--- src/sv/lobst_pkg.sv ---
// Shared types, register codes and constants for the laser obstacle steering block.
`timescale 1ns / 1ps
package lobst_pkg;

  localparam int unsigned CFG_IDX_W = 3;
  localparam int unsigned CFG_DATA_W = 23;

  typedef enum logic [CFG_IDX_W-1:0] {
    REG_GOAL_X    = 3'd0,
    REG_GOAL_Y    = 3'd1,
    REG_HIT_RANGE = 3'd2,
    REG_MAX_ANGLE = 3'd3,
    REG_DENS_THR  = 3'd4,
    REG_DAMPING   = 3'd5,
    REG_DECAY     = 3'd6,
    REG_TURN_SPD  = 3'd7
  } reg_idx_t;

  typedef struct packed {
    logic signed [15:0] goal_x;
    logic signed [15:0] goal_y;
    logic        [15:0] hit_range;
    logic        [14:0] max_angle;
    logic        [22:0] density_threshold;
    logic        [15:0] damping_gain;
    logic        [15:0] decay_factor;
    logic        [13:0] turn_speed;
  } cfg_t;

  // Register reset values.
  localparam logic signed [15:0] GOAL_X_RST    = 16'sd5120;
  localparam logic signed [15:0] GOAL_Y_RST    = 16'sd0;
  localparam logic        [15:0] HIT_RANGE_RST = 16'd384;
  localparam logic        [14:0] MAX_ANGLE_RST = 15'd14700;
  localparam logic        [22:0] DENS_THR_RST  = 23'd77169;
  localparam logic        [15:0] DAMPING_RST   = 16'd5243;
  localparam logic        [15:0] DECAY_RST     = 16'd64881;
  localparam logic        [13:0] TURN_SPD_RST  = 14'd4096;

  localparam logic        [23:0] DENS_MAX    = 24'hFFFFFF;
  localparam logic signed [19:0] HIST_MAX    = 20'sd81920;
  localparam logic signed [19:0] HIST_BOUND  = 20'sd90111;
  localparam logic signed [16:0] NEAR_GOAL   = 17'sd192;
  localparam logic        [12:0] CRUISE      = 13'd5120;
  localparam logic signed [15:0] AVOID_TURN  = 16'sd4096;
  localparam logic signed [14:0] TAN_EPS_Q20 = 15'sd10486;
  localparam logic signed [34:0] ONE_Q29     = 35'sd536870912;
  localparam logic signed [15:0] TURN_MAX    = 16'sd32767;
  localparam logic signed [15:0] TURN_MIN    = 16'sh8000;

  typedef enum logic [2:0] {
    ST_IDLE,
    ST_DIFF,
    ST_PROD,
    ST_CLAMP,
    ST_GAIN,
    ST_SCALE,
    ST_DONE
  } state_t;

  typedef struct packed {
    logic hit_en;
    logic capture;
    logic diff;
    logic prod;
    logic clamp;
    logic gain;
    logic scale;
    logic finish;
  } cmd_t;

  typedef struct packed {
    logic out_blocked;
  } sts_t;

endpackage

--- src/sv/lobst_cfg.sv ---
// Configuration register file for the laser obstacle steering block.
`timescale 1ns / 1ps
module lobst_cfg (
  input  logic                                 clk,
  input  logic                                 rst_n,
  input  logic                                 cfg_wr_en,
  input  logic [lobst_pkg::CFG_IDX_W-1:0]      cfg_index,
  input  logic [lobst_pkg::CFG_DATA_W-1:0]     cfg_wdata,
  output lobst_pkg::cfg_t                      cfg_o
);
  import lobst_pkg::*;

  cfg_t cfg_r, cfg_nxt;

  always_comb begin
    cfg_nxt = cfg_r;
    if (cfg_wr_en) begin
      case (reg_idx_t'(cfg_index))
        REG_GOAL_X:    cfg_nxt.goal_x            = $signed(cfg_wdata[15:0]);
        REG_GOAL_Y:    cfg_nxt.goal_y            = $signed(cfg_wdata[15:0]);
        REG_HIT_RANGE: cfg_nxt.hit_range         = cfg_wdata[15:0];
        REG_MAX_ANGLE: cfg_nxt.max_angle         = cfg_wdata[14:0];
        REG_DENS_THR:  cfg_nxt.density_threshold = cfg_wdata[22:0];
        REG_DAMPING:   cfg_nxt.damping_gain      = cfg_wdata[15:0];
        REG_DECAY:     cfg_nxt.decay_factor      = cfg_wdata[15:0];
        REG_TURN_SPD:  cfg_nxt.turn_speed        = cfg_wdata[13:0];
        default:       cfg_nxt = cfg_r;
      endcase
    end
  end

  always_ff @(posedge clk) begin
    if (!rst_n) begin
      cfg_r.goal_x            <= GOAL_X_RST;
      cfg_r.goal_y            <= GOAL_Y_RST;
      cfg_r.hit_range         <= HIT_RANGE_RST;
      cfg_r.max_angle         <= MAX_ANGLE_RST;
      cfg_r.density_threshold <= DENS_THR_RST;
      cfg_r.damping_gain      <= DAMPING_RST;
      cfg_r.decay_factor      <= DECAY_RST;
      cfg_r.turn_speed        <= TURN_SPD_RST;
    end else begin
      cfg_r <= cfg_nxt;
    end
  end

  assign cfg_o = cfg_r;

endmodule

--- src/sv/lobst_ctrl.sv ---
// Sequencer that steps a decide beat through the steering datapath.
`timescale 1ns / 1ps
module lobst_ctrl (
  input  logic              clk,
  input  logic              rst_n,
  input  logic              in_valid,
  input  logic              in_kind,
  output logic              in_stall,
  input  lobst_pkg::sts_t   sts_i,
  output lobst_pkg::cmd_t   cmd_o
);
  import lobst_pkg::*;

  state_t state_r, state_nxt;
  logic   accept;

  assign accept = in_valid && (state_r == ST_IDLE);

  always_comb begin
    state_nxt = state_r;
    case (state_r)
      ST_IDLE:  if (accept && in_kind) state_nxt = ST_DIFF;
      ST_DIFF:  state_nxt = ST_PROD;
      ST_PROD:  state_nxt = ST_CLAMP;
      ST_CLAMP: state_nxt = ST_GAIN;
      ST_GAIN:  state_nxt = ST_SCALE;
      ST_SCALE: state_nxt = ST_DONE;
      ST_DONE:  if (!sts_i.out_blocked) state_nxt = ST_IDLE;
      default:  state_nxt = ST_IDLE;
    endcase
  end

  always_comb begin
    cmd_o         = '0;
    in_stall      = (state_r != ST_IDLE);
    cmd_o.hit_en  = accept && !in_kind;
    cmd_o.capture = accept && in_kind;
    cmd_o.diff    = (state_r == ST_DIFF);
    cmd_o.prod    = (state_r == ST_PROD);
    cmd_o.clamp   = (state_r == ST_CLAMP);
    cmd_o.gain    = (state_r == ST_GAIN);
    cmd_o.scale   = (state_r == ST_SCALE);
    cmd_o.finish  = (state_r == ST_DONE) && !sts_i.out_blocked;
  end

  always_ff @(posedge clk) begin
    if (!rst_n) begin
      state_r <= ST_IDLE;
    end else begin
      state_r <= state_nxt;
    end
  end

`ifndef SYNTH
  a_capture_starts: assert property (@(posedge clk) disable iff (!rst_n)
    cmd_o.capture |=> state_r == ST_DIFF)
    else $error("decide beat did not start the sequence");

  a_finish_free: assert property (@(posedge clk) disable iff (!rst_n)
    cmd_o.finish |-> !sts_i.out_blocked)
    else $error("result written over an untaken one");

  a_no_hit_busy: assert property (@(posedge clk) disable iff (!rst_n)
    (state_r != ST_IDLE) |-> !cmd_o.hit_en && !cmd_o.capture)
    else $error("beat taken while a decide is in progress");
`endif

endmodule

--- src/sv/lobst_dp.sv ---
// Datapath: density accumulation, goal test, history decay and turn scaling.
`timescale 1ns / 1ps
module lobst_dp (
  input  logic                     clk,
  input  logic                     rst_n,
  input  lobst_pkg::cfg_t          cfg_i,
  input  lobst_pkg::cmd_t          cmd_i,
  output lobst_pkg::sts_t          sts_o,
  input  logic [15:0]              in_hit_distance,
  input  logic signed [15:0]       in_hit_angle,
  input  logic signed [15:0]       in_pos_x,
  input  logic signed [15:0]       in_pos_y,
  output logic                     out_valid,
  input  logic                     out_stall,
  output logic [12:0]              out_velocity,
  output logic signed [15:0]       out_turn_rate,
  output logic                     out_goal_reached
);
  import lobst_pkg::*;

  // Obstacle densities and turn history.
  logic        [23:0] left_r, left_nxt;
  logic        [23:0] right_r, right_nxt;
  logic signed [19:0] hist_r, hist_nxt;

  // Decide pipeline registers.
  logic signed [15:0] px_r, py_r;
  logic signed [16:0] dx_r, dy_r;
  logic               dense_r, lgt_r;
  logic               near_r;
  logic signed [31:0] tdx_r;
  logic        [19:0] decm_r;
  logic               hneg_r;
  logic signed [19:0] hc_r;
  logic               tl_r, tr_r;
  logic        [32:0] gh_r;
  logic signed [49:0] prod_r;

  // Output register.
  logic               out_valid_r, out_valid_nxt;
  logic        [12:0] vel_r;
  logic signed [15:0] turn_r, turn_nxt;
  logic               goal_r;

  // Hit accumulation.
  logic signed [16:0] ang17, ma17;
  logic               dist_ok, in_left, in_right;
  logic        [14:0] add_left, add_right;
  logic        [24:0] sum_left, sum_right;

  always_comb begin
    ang17     = {in_hit_angle[15], in_hit_angle};
    ma17      = {2'b00, cfg_i.max_angle};
    dist_ok   = in_hit_distance < cfg_i.hit_range;
    in_left   = dist_ok && (ang17 > 17'sd0) && (ang17 < ma17);
    in_right  = dist_ok && (ang17 <= 17'sd0) && (ang17 > -ma17);
    add_left  = 15'(ma17 - ang17);
    add_right = 15'(ma17 + ang17);
    sum_left  = {1'b0, left_r} + {10'd0, add_left};
    sum_right = {1'b0, right_r} + {10'd0, add_right};
  end

  // Stage products and compares.
  logic        [19:0] hmag;
  logic        [35:0] dec_prod;
  logic signed [31:0] tdx_nxt;
  logic signed [19:0] hdec, hc_nxt;
  logic signed [37:0] dy20, tdx38;
  logic        [16:0] hsel;
  logic signed [34:0] fac;
  logic signed [49:0] prod_nxt;

  always_comb begin
    hmag     = hist_r[19] ? 20'(-hist_r) : 20'(hist_r);
    dec_prod = 36'(hmag) * 36'(cfg_i.decay_factor);
    tdx_nxt  = 32'(TAN_EPS_Q20) * 32'(dx_r);

    hdec = hneg_r ? -$signed(decm_r) : $signed(decm_r);
    if (hdec > HIST_MAX) begin
      hc_nxt = HIST_MAX;
    end else if (hdec < -HIST_MAX) begin
      hc_nxt = -HIST_MAX;
    end else begin
      hc_nxt = hdec;
    end
    // Goal angle against +-0.01 rad: dy * 2^20 compared with tan(0.01) * dx.
    dy20  = {dy_r[16], dy_r, 20'd0};
    tdx38 = {{6{tdx_r[31]}}, tdx_r};

    if (tl_r) begin
      hsel = (hc_r > 20'sd0) ? 17'(hc_r) : 17'd0;
    end else begin
      hsel = (hc_r < 20'sd0) ? 17'(-hc_r) : 17'd0;
    end

    fac      = ONE_Q29 - $signed({2'b00, gh_r});
    prod_nxt = 50'($signed({1'b0, cfg_i.turn_speed})) * 50'(fac);
  end

  // Final rounding, saturation and history update.
  logic        [49:0] pmag;
  logic        [50:0] rnd;
  logic        [21:0] rmag;
  logic               fneg;
  logic signed [15:0] sat_turn;
  logic signed [19:0] half_ts;

  always_comb begin
    pmag    = prod_r[49] ? 50'(-prod_r) : 50'(prod_r);
    rnd     = {1'b0, pmag} + (51'd1 << 28);
    rmag    = rnd[50:29];
    fneg    = prod_r[49] ^ tr_r;
    half_ts = $signed({7'd0, cfg_i.turn_speed[13:1]});
    if (!fneg) begin
      sat_turn = (rmag > 22'd32767) ? TURN_MAX : $signed(rmag[15:0]);
    end else begin
      sat_turn = (rmag > 22'd32768) ? TURN_MIN : -$signed(rmag[15:0]);
    end

    turn_nxt = '0;
    hist_nxt = hist_r;
    if (near_r) begin
      turn_nxt = '0;
    end else if (dense_r) begin
      turn_nxt = lgt_r ? AVOID_TURN : -AVOID_TURN;
      hist_nxt = '0;
    end else if (tl_r) begin
      turn_nxt = sat_turn;
      hist_nxt = hc_r + half_ts;
    end else if (tr_r) begin
      turn_nxt = sat_turn;
      hist_nxt = hc_r - half_ts;
    end else begin
      hist_nxt = hc_r;
    end
  end

  always_comb begin
    left_nxt  = left_r;
    right_nxt = right_r;
    if (cmd_i.finish) begin
      left_nxt  = '0;
      right_nxt = '0;
    end else if (cmd_i.hit_en) begin
      if (in_left) begin
        left_nxt = sum_left[24] ? DENS_MAX : sum_left[23:0];
      end else if (in_right) begin
        right_nxt = sum_right[24] ? DENS_MAX : sum_right[23:0];
      end
    end
    if (cmd_i.finish) begin
      out_valid_nxt = 1'b1;
    end else begin
      out_valid_nxt = out_valid_r && out_stall;
    end
  end

  always_ff @(posedge clk) begin
    if (!rst_n) begin
      left_r      <= '0;
      right_r     <= '0;
      hist_r      <= '0;
      out_valid_r <= 1'b0;
    end else begin
      left_r      <= left_nxt;
      right_r     <= right_nxt;
      if (cmd_i.finish) begin
        hist_r <= hist_nxt;
      end
      out_valid_r <= out_valid_nxt;
    end
  end

  always_ff @(posedge clk) begin
    if (cmd_i.capture) begin
      px_r <= in_pos_x;
      py_r <= in_pos_y;
    end
    if (cmd_i.diff) begin
      dx_r    <= {cfg_i.goal_x[15], cfg_i.goal_x} - {px_r[15], px_r};
      dy_r    <= {cfg_i.goal_y[15], cfg_i.goal_y} - {py_r[15], py_r};
      dense_r <= ({1'b0, left_r} + {1'b0, right_r}) > {2'b00, cfg_i.density_threshold};
      lgt_r   <= left_r > right_r;
    end
    if (cmd_i.prod) begin
      near_r <= (dx_r > -NEAR_GOAL) && (dx_r < NEAR_GOAL) &&
                (dy_r > -NEAR_GOAL) && (dy_r < NEAR_GOAL);
      tdx_r  <= tdx_nxt;
      decm_r <= dec_prod[35:16];
      hneg_r <= hist_r[19];
    end
    if (cmd_i.clamp) begin
      hc_r <= hc_nxt;
      tl_r <= (dy_r < 17'sd0) && ((dx_r <= 17'sd0) || (dy20 < -tdx38));
      tr_r <= ((dy_r > 17'sd0) && ((dx_r <= 17'sd0) || (dy20 > tdx38))) ||
              ((dy_r == 17'sd0) && (dx_r < 17'sd0));
    end
    if (cmd_i.gain) begin
      gh_r <= 33'(hsel) * 33'(cfg_i.damping_gain);
    end
    if (cmd_i.scale) begin
      prod_r <= prod_nxt;
    end
    if (cmd_i.finish) begin
      vel_r  <= near_r ? 13'd0 : CRUISE;
      turn_r <= turn_nxt;
      goal_r <= near_r;
    end
  end

  assign sts_o.out_blocked = out_valid_r && out_stall;
  assign out_valid         = out_valid_r;
  assign out_velocity      = vel_r;
  assign out_turn_rate     = turn_r;
  assign out_goal_reached  = goal_r;

`ifndef SYNTH
  a_dens_cleared: assert property (@(posedge clk) disable iff (!rst_n)
    cmd_i.finish |=> left_r == 24'd0 && right_r == 24'd0)
    else $error("densities not cleared after a decide");

  a_hist_bound: assert property (@(posedge clk) disable iff (!rst_n)
    hist_r <= HIST_BOUND && hist_r >= -HIST_BOUND)
    else $error("turn history outside its clamped range");

  a_goal_result: assert property (@(posedge clk) disable iff (!rst_n)
    out_valid_r && goal_r |-> vel_r == 13'd0 && turn_r == 16'sd0)
    else $error("goal beat carries motion");
`endif

endmodule

--- src/sv/laser_obstacle_steering_step.sv ---
// A laser hit beat is folded into the densities when it is accepted; no result follows.
// Hit beats are taken one per cycle while no decide is in progress; a decide beat holds the input
// while the six-step sequencer runs and while the previous result still waits at the output
// register, so a new beat is not taken until the decide before it has written its result.
// The result of a decide is registered as the sequencer leaves DONE, after DIFF, PROD, CLAMP, GAIN and SCALE.
// Reset (synchronous, rst_n low) restores the register defaults and clears densities and history.
`timescale 1ns / 1ps
module laser_obstacle_steering_step (
  input  logic                                 clk,
  input  logic                                 rst_n,
  input  logic                                 in_valid,
  output logic                                 in_stall,
  input  logic                                 in_kind,
  input  logic [15:0]                          in_hit_distance,
  input  logic signed [15:0]                   in_hit_angle,
  input  logic signed [15:0]                   in_pos_x,
  input  logic signed [15:0]                   in_pos_y,
  output logic                                 out_valid,
  input  logic                                 out_stall,
  output logic [12:0]                          out_velocity,
  output logic signed [15:0]                   out_turn_rate,
  output logic                                 out_goal_reached,
  input  logic                                 cfg_wr_en,
  input  logic [lobst_pkg::CFG_IDX_W-1:0]      cfg_index,
  input  logic [lobst_pkg::CFG_DATA_W-1:0]     cfg_wdata
);
  import lobst_pkg::*;

  cfg_t cfg;
  cmd_t cmd;
  sts_t sts;

  lobst_cfg u_cfg (
    .clk       (clk),
    .rst_n     (rst_n),
    .cfg_wr_en (cfg_wr_en),
    .cfg_index (cfg_index),
    .cfg_wdata (cfg_wdata),
    .cfg_o     (cfg)
  );

  lobst_ctrl u_ctrl (
    .clk      (clk),
    .rst_n    (rst_n),
    .in_valid (in_valid),
    .in_kind  (in_kind),
    .in_stall (in_stall),
    .sts_i    (sts),
    .cmd_o    (cmd)
  );

  lobst_dp u_dp (
    .clk              (clk),
    .rst_n            (rst_n),
    .cfg_i            (cfg),
    .cmd_i            (cmd),
    .sts_o            (sts),
    .in_hit_distance  (in_hit_distance),
    .in_hit_angle     (in_hit_angle),
    .in_pos_x         (in_pos_x),
    .in_pos_y         (in_pos_y),
    .out_valid        (out_valid),
    .out_stall        (out_stall),
    .out_velocity     (out_velocity),
    .out_turn_rate    (out_turn_rate),
    .out_goal_reached (out_goal_reached)
  );

endmodule
--- config.mk ---
export PLATFORM = sky130hd
export DESIGN_NAME = laser_obstacle_steering_step
export DESIGN_NICKNAME = d
export VERILOG_FILES = /design/src/sv/lobst_pkg.sv /design/src/sv/lobst_cfg.sv /design/src/sv/lobst_ctrl.sv /design/src/sv/lobst_dp.sv /design/src/sv/laser_obstacle_steering_step.sv
export SDC_FILE = /design/constraint.sdc
export NUM_CORES = 2
export LEC_CHECK = 0
export ABC_AREA = 1
export BUFFER_PORTS_ARGS = -buffer_cell sky130_fd_sc_hd__buf_2
export CORE_MARGIN = 1.5
export CORE_UTILIZATION = 30
export DETAILED_ROUTE_END_ITERATION = 10
export PLACE_DENSITY = 0.49
export SLEW_MARGIN = 20
export SYNTH_ARGS = -nofsm -noshare
export SYNTH_HDL_FRONTEND = slang
export SYNTH_SLANG_ARGS = --single-unit
--- constraint.sdc ---
create_clock -name clk -period 10.9 [get_ports clk]
set_input_delay 2.18 -clock clk [delete_from_list [all_inputs] [get_ports clk]]
set_output_delay 2.18 -clock clk [all_outputs]
set_load 0.01 [all_outputs]
==> results.toml <==
[worst_setup_path]
startpoint_type = "register"
endpoint_kind = "register"
critPathMaxStageDelay_ns = 0.65
crit_type = "reg2reg"
crit_buf_inv = 6
timing.critical_path.arrival_ns = 9.59
crit_fanout = 18
crit_required_ns = 11.29
crit_slowest_cell = "nand2_1"
cp_top_family = "adder cells"

[drt]
firstDrtPassIters = 6
wl_per_cell_um = 18.6
drt_iter0_markers = 3628
vias = 57400
drc_errors = 0
antenna_left = 0
viasPerCell = 4.82
routed_wl_mm = 221

[place]
dpl_cell_area_mm2 = 0.0740
place_congestion = 0.907
hpwl_mm = 182
io_buffers = 116

[pwr]
p_per_area_mw_per_mm2 = 232
ir_drop_v = 0.000882
power.leakage_nw = 37.5
power_mw = 17.6

[synth]
synth.area.top_cells = "fa_1 (28%), ha_1 (13%), edfxtp_1 (10%)"
synth_flop_cell = "edfxtp_1"
syn_area_mm2 = 0.0701
yosysMostFrequentCell = "inv_1"
synth.top_cell.area_share_pct = 28.4
ys_seq_area_share_pct = 16.2
async_flop_share_pct = 0
synth.cells.most_frequent = "inv_1 (1897), nand2_1 (1519), fa_1 (995)"
postSynthAreaPerCell_um2 = 7.96
synth_top_area_cell = "fa_1"
synth_warnings = 0
yosys_register_bits = 447
syn_inst = 8801
synth_enable_flop_cells = 243
post_synth_num_cell_types = 64

[floorplan]
ioPinCount = 128
fp.dieH_um = 486
die-width_um = 486
core_area_mm2 = 0.232
die_area_mm2 = 0.237
start_util_pct = 30.2
row_count = 177

[grt]
grt_max_degree = 81
grt.total_usage_pct = 18.6
grt_pass1_wl_mm = 342
antenna_found_initial = 16
first_global_vias = 59000
overflow = 0

[clock_network]
clock-root-buffer = "clkbuf_16"
clock_latency_ns = 0.69
cts_sinks = 447
numCtsBuffers = 58
clk_path_buf_depth = 3
post_cts_resized = 0
postCtsSetupBuffers = 0
cts_hold_buf = 0
cts_max_level = 2
cts_tree = "built"
path_clk_slew_ns = 0.06

[cells_and_area]
area_growth_pct = 8.44
nets = 10600
final_cell_area_mm2 = 0.0760
final_layout_size_suffix_gt1_share_pct = 3.92

[timing]
slew_headroom_pct = 28.1
fin_setup_tns_ns = 0
worstMarginPinSlew_ns = 1.08
hold_viol = 0
fin_skew_ns = 0.0270
finalCritPeriodShare_pct = 84.4
report.final.slew_viol_count = 0
final-setup-viol-count = 0
max_freq_mhz = 109
rsz0062_at_grt = "no"
finalCriticalPeriod_ns = 9.20

[run_status]
status = "finished clean"

[worst_hold_path]
worstHoldPathType = "reg2reg"

[run]
maxCapViolations = 0
==> per-stage QoR <==
step / utilization [%] / setup WS (ns) / hold slack, ns / cells
after global placement: 31.8 / 1.86 / 0.445 / 11800
after floorplan: - / 3.08 / 0.431 / 8811
after global routing: 32.7 / 1.04 / 0.493 / 11900
after CTS: 32.7 / 1.76 / 0.464 / 11900
final: 32.7 / 1.70 / 0.464 / 11900
after detailed placement: 31.8 / 1.75 / 0.457 / 11800
==> power breakdown <==
group          switching [mW]  total, mW  internal, mW
clock                   0.851       2.03          1.18
sequential              0.219       2.92          2.70
combinational            7.74       12.6          4.90
==> sequential cells by signal, summed over array words and instances, names as in the netlist, 16 cells and up <==
signal	count
u_cfg.cfg_o	132
u_dp.prod_r	49
u_dp.gh_r	33
u_dp.tdx_r	31
u_dp.left_r	24
u_dp.right_r	24
u_dp.decm_r	20
u_dp.hc_r	20
u_dp.hist_r	20
u_dp.dx_r	17
u_dp.dy_r	17
u_dp.out_turn_rate	16
u_dp.px_r	16
u_dp.py_r	16
==> cell usage in the layout (no fill, tap or decap), drive strengths merged, types with 47 or more instances in the layout <==
| master | count |
|---|---|
| a21oi | 498 |
| a31oi | 47 |
| buf | 163 |
| clkbuf | 74 |
| clkinv | 48 |
| dfxtp | 204 |
| edfxtp | 243 |
| fa | 995 |
| ha | 717 |
| inv | 1915 |
| nand2 | 1524 |
| nand3 | 258 |
| nand4 | 75 |
| nor2 | 989 |
| nor3 | 107 |
| o211ai | 55 |
| o21ai | 351 |
| xnor2 | 95 |
| xor2 | 233 |
==> worst min-delay path, stage by stage (launching register included) <==
cell     delay, ns
dfxtp_1       0.30
inv_1         0.06
a21oi_1       0.06
==> worst paths after layout <==
check	depth (start not counted)	slack [ns]	to	start
worst min register to register	2	0.46	u_cfg.cfg_o[116]	u_cfg.cfg_o[116]
worst max-delay path	31	1.70	u_dp.decm_r[16]	u_dp.hist_r[0]
worst max register to register	31	1.70	u_dp.decm_r[16]	u_dp.hist_r[0]
worst min-delay path	2	0.46	u_cfg.cfg_o[116]	u_cfg.cfg_o[116]
==> kinds of logic (layout without fill, tap and decap cells) <==
group                      Yosys count  count (layout)  synth area share [%]
muxes                                1               1                0.0143
other                                1              20               0.00535
buffers and inverters             2164            2211                  11.7
adders and majority gates         1712            1712                  41.2
xor gates and xnor gates           328             328                  4.11
DFF                                447             447                  16.2
AOI/OAI and AO/OA                 1102            1102                  8.82
and+or+nand+nor                   3046            3046                  17.9
==> area by class of cell <==
type,count,area (um^2)
flip-flops and latches,447,11400
fillers,24500,156000
well taps,3043,3810
clock buffers,74,1590
diodes,9,22.5
multi-input cells,6200,50600
repair buffers,163,948
clock inverters,34,394
inverters,1940,7280
==> layer usage <==
| layer | track usage, % | routed length (um) | vias up |
|---|---|---|---|
| met5 | 0 | 71 | - |
| met4 | 5.23 | 7000 | 10 |
| met3 | 2.44 | 11500 | 296 |
| met2 | 31.2 | 103000 | 1471 |
| met1 | 24.8 | 99300 | 28300 |
| li1 | - | - | 27300 |
Note: power is estimated with default switching activity, not from simulation.
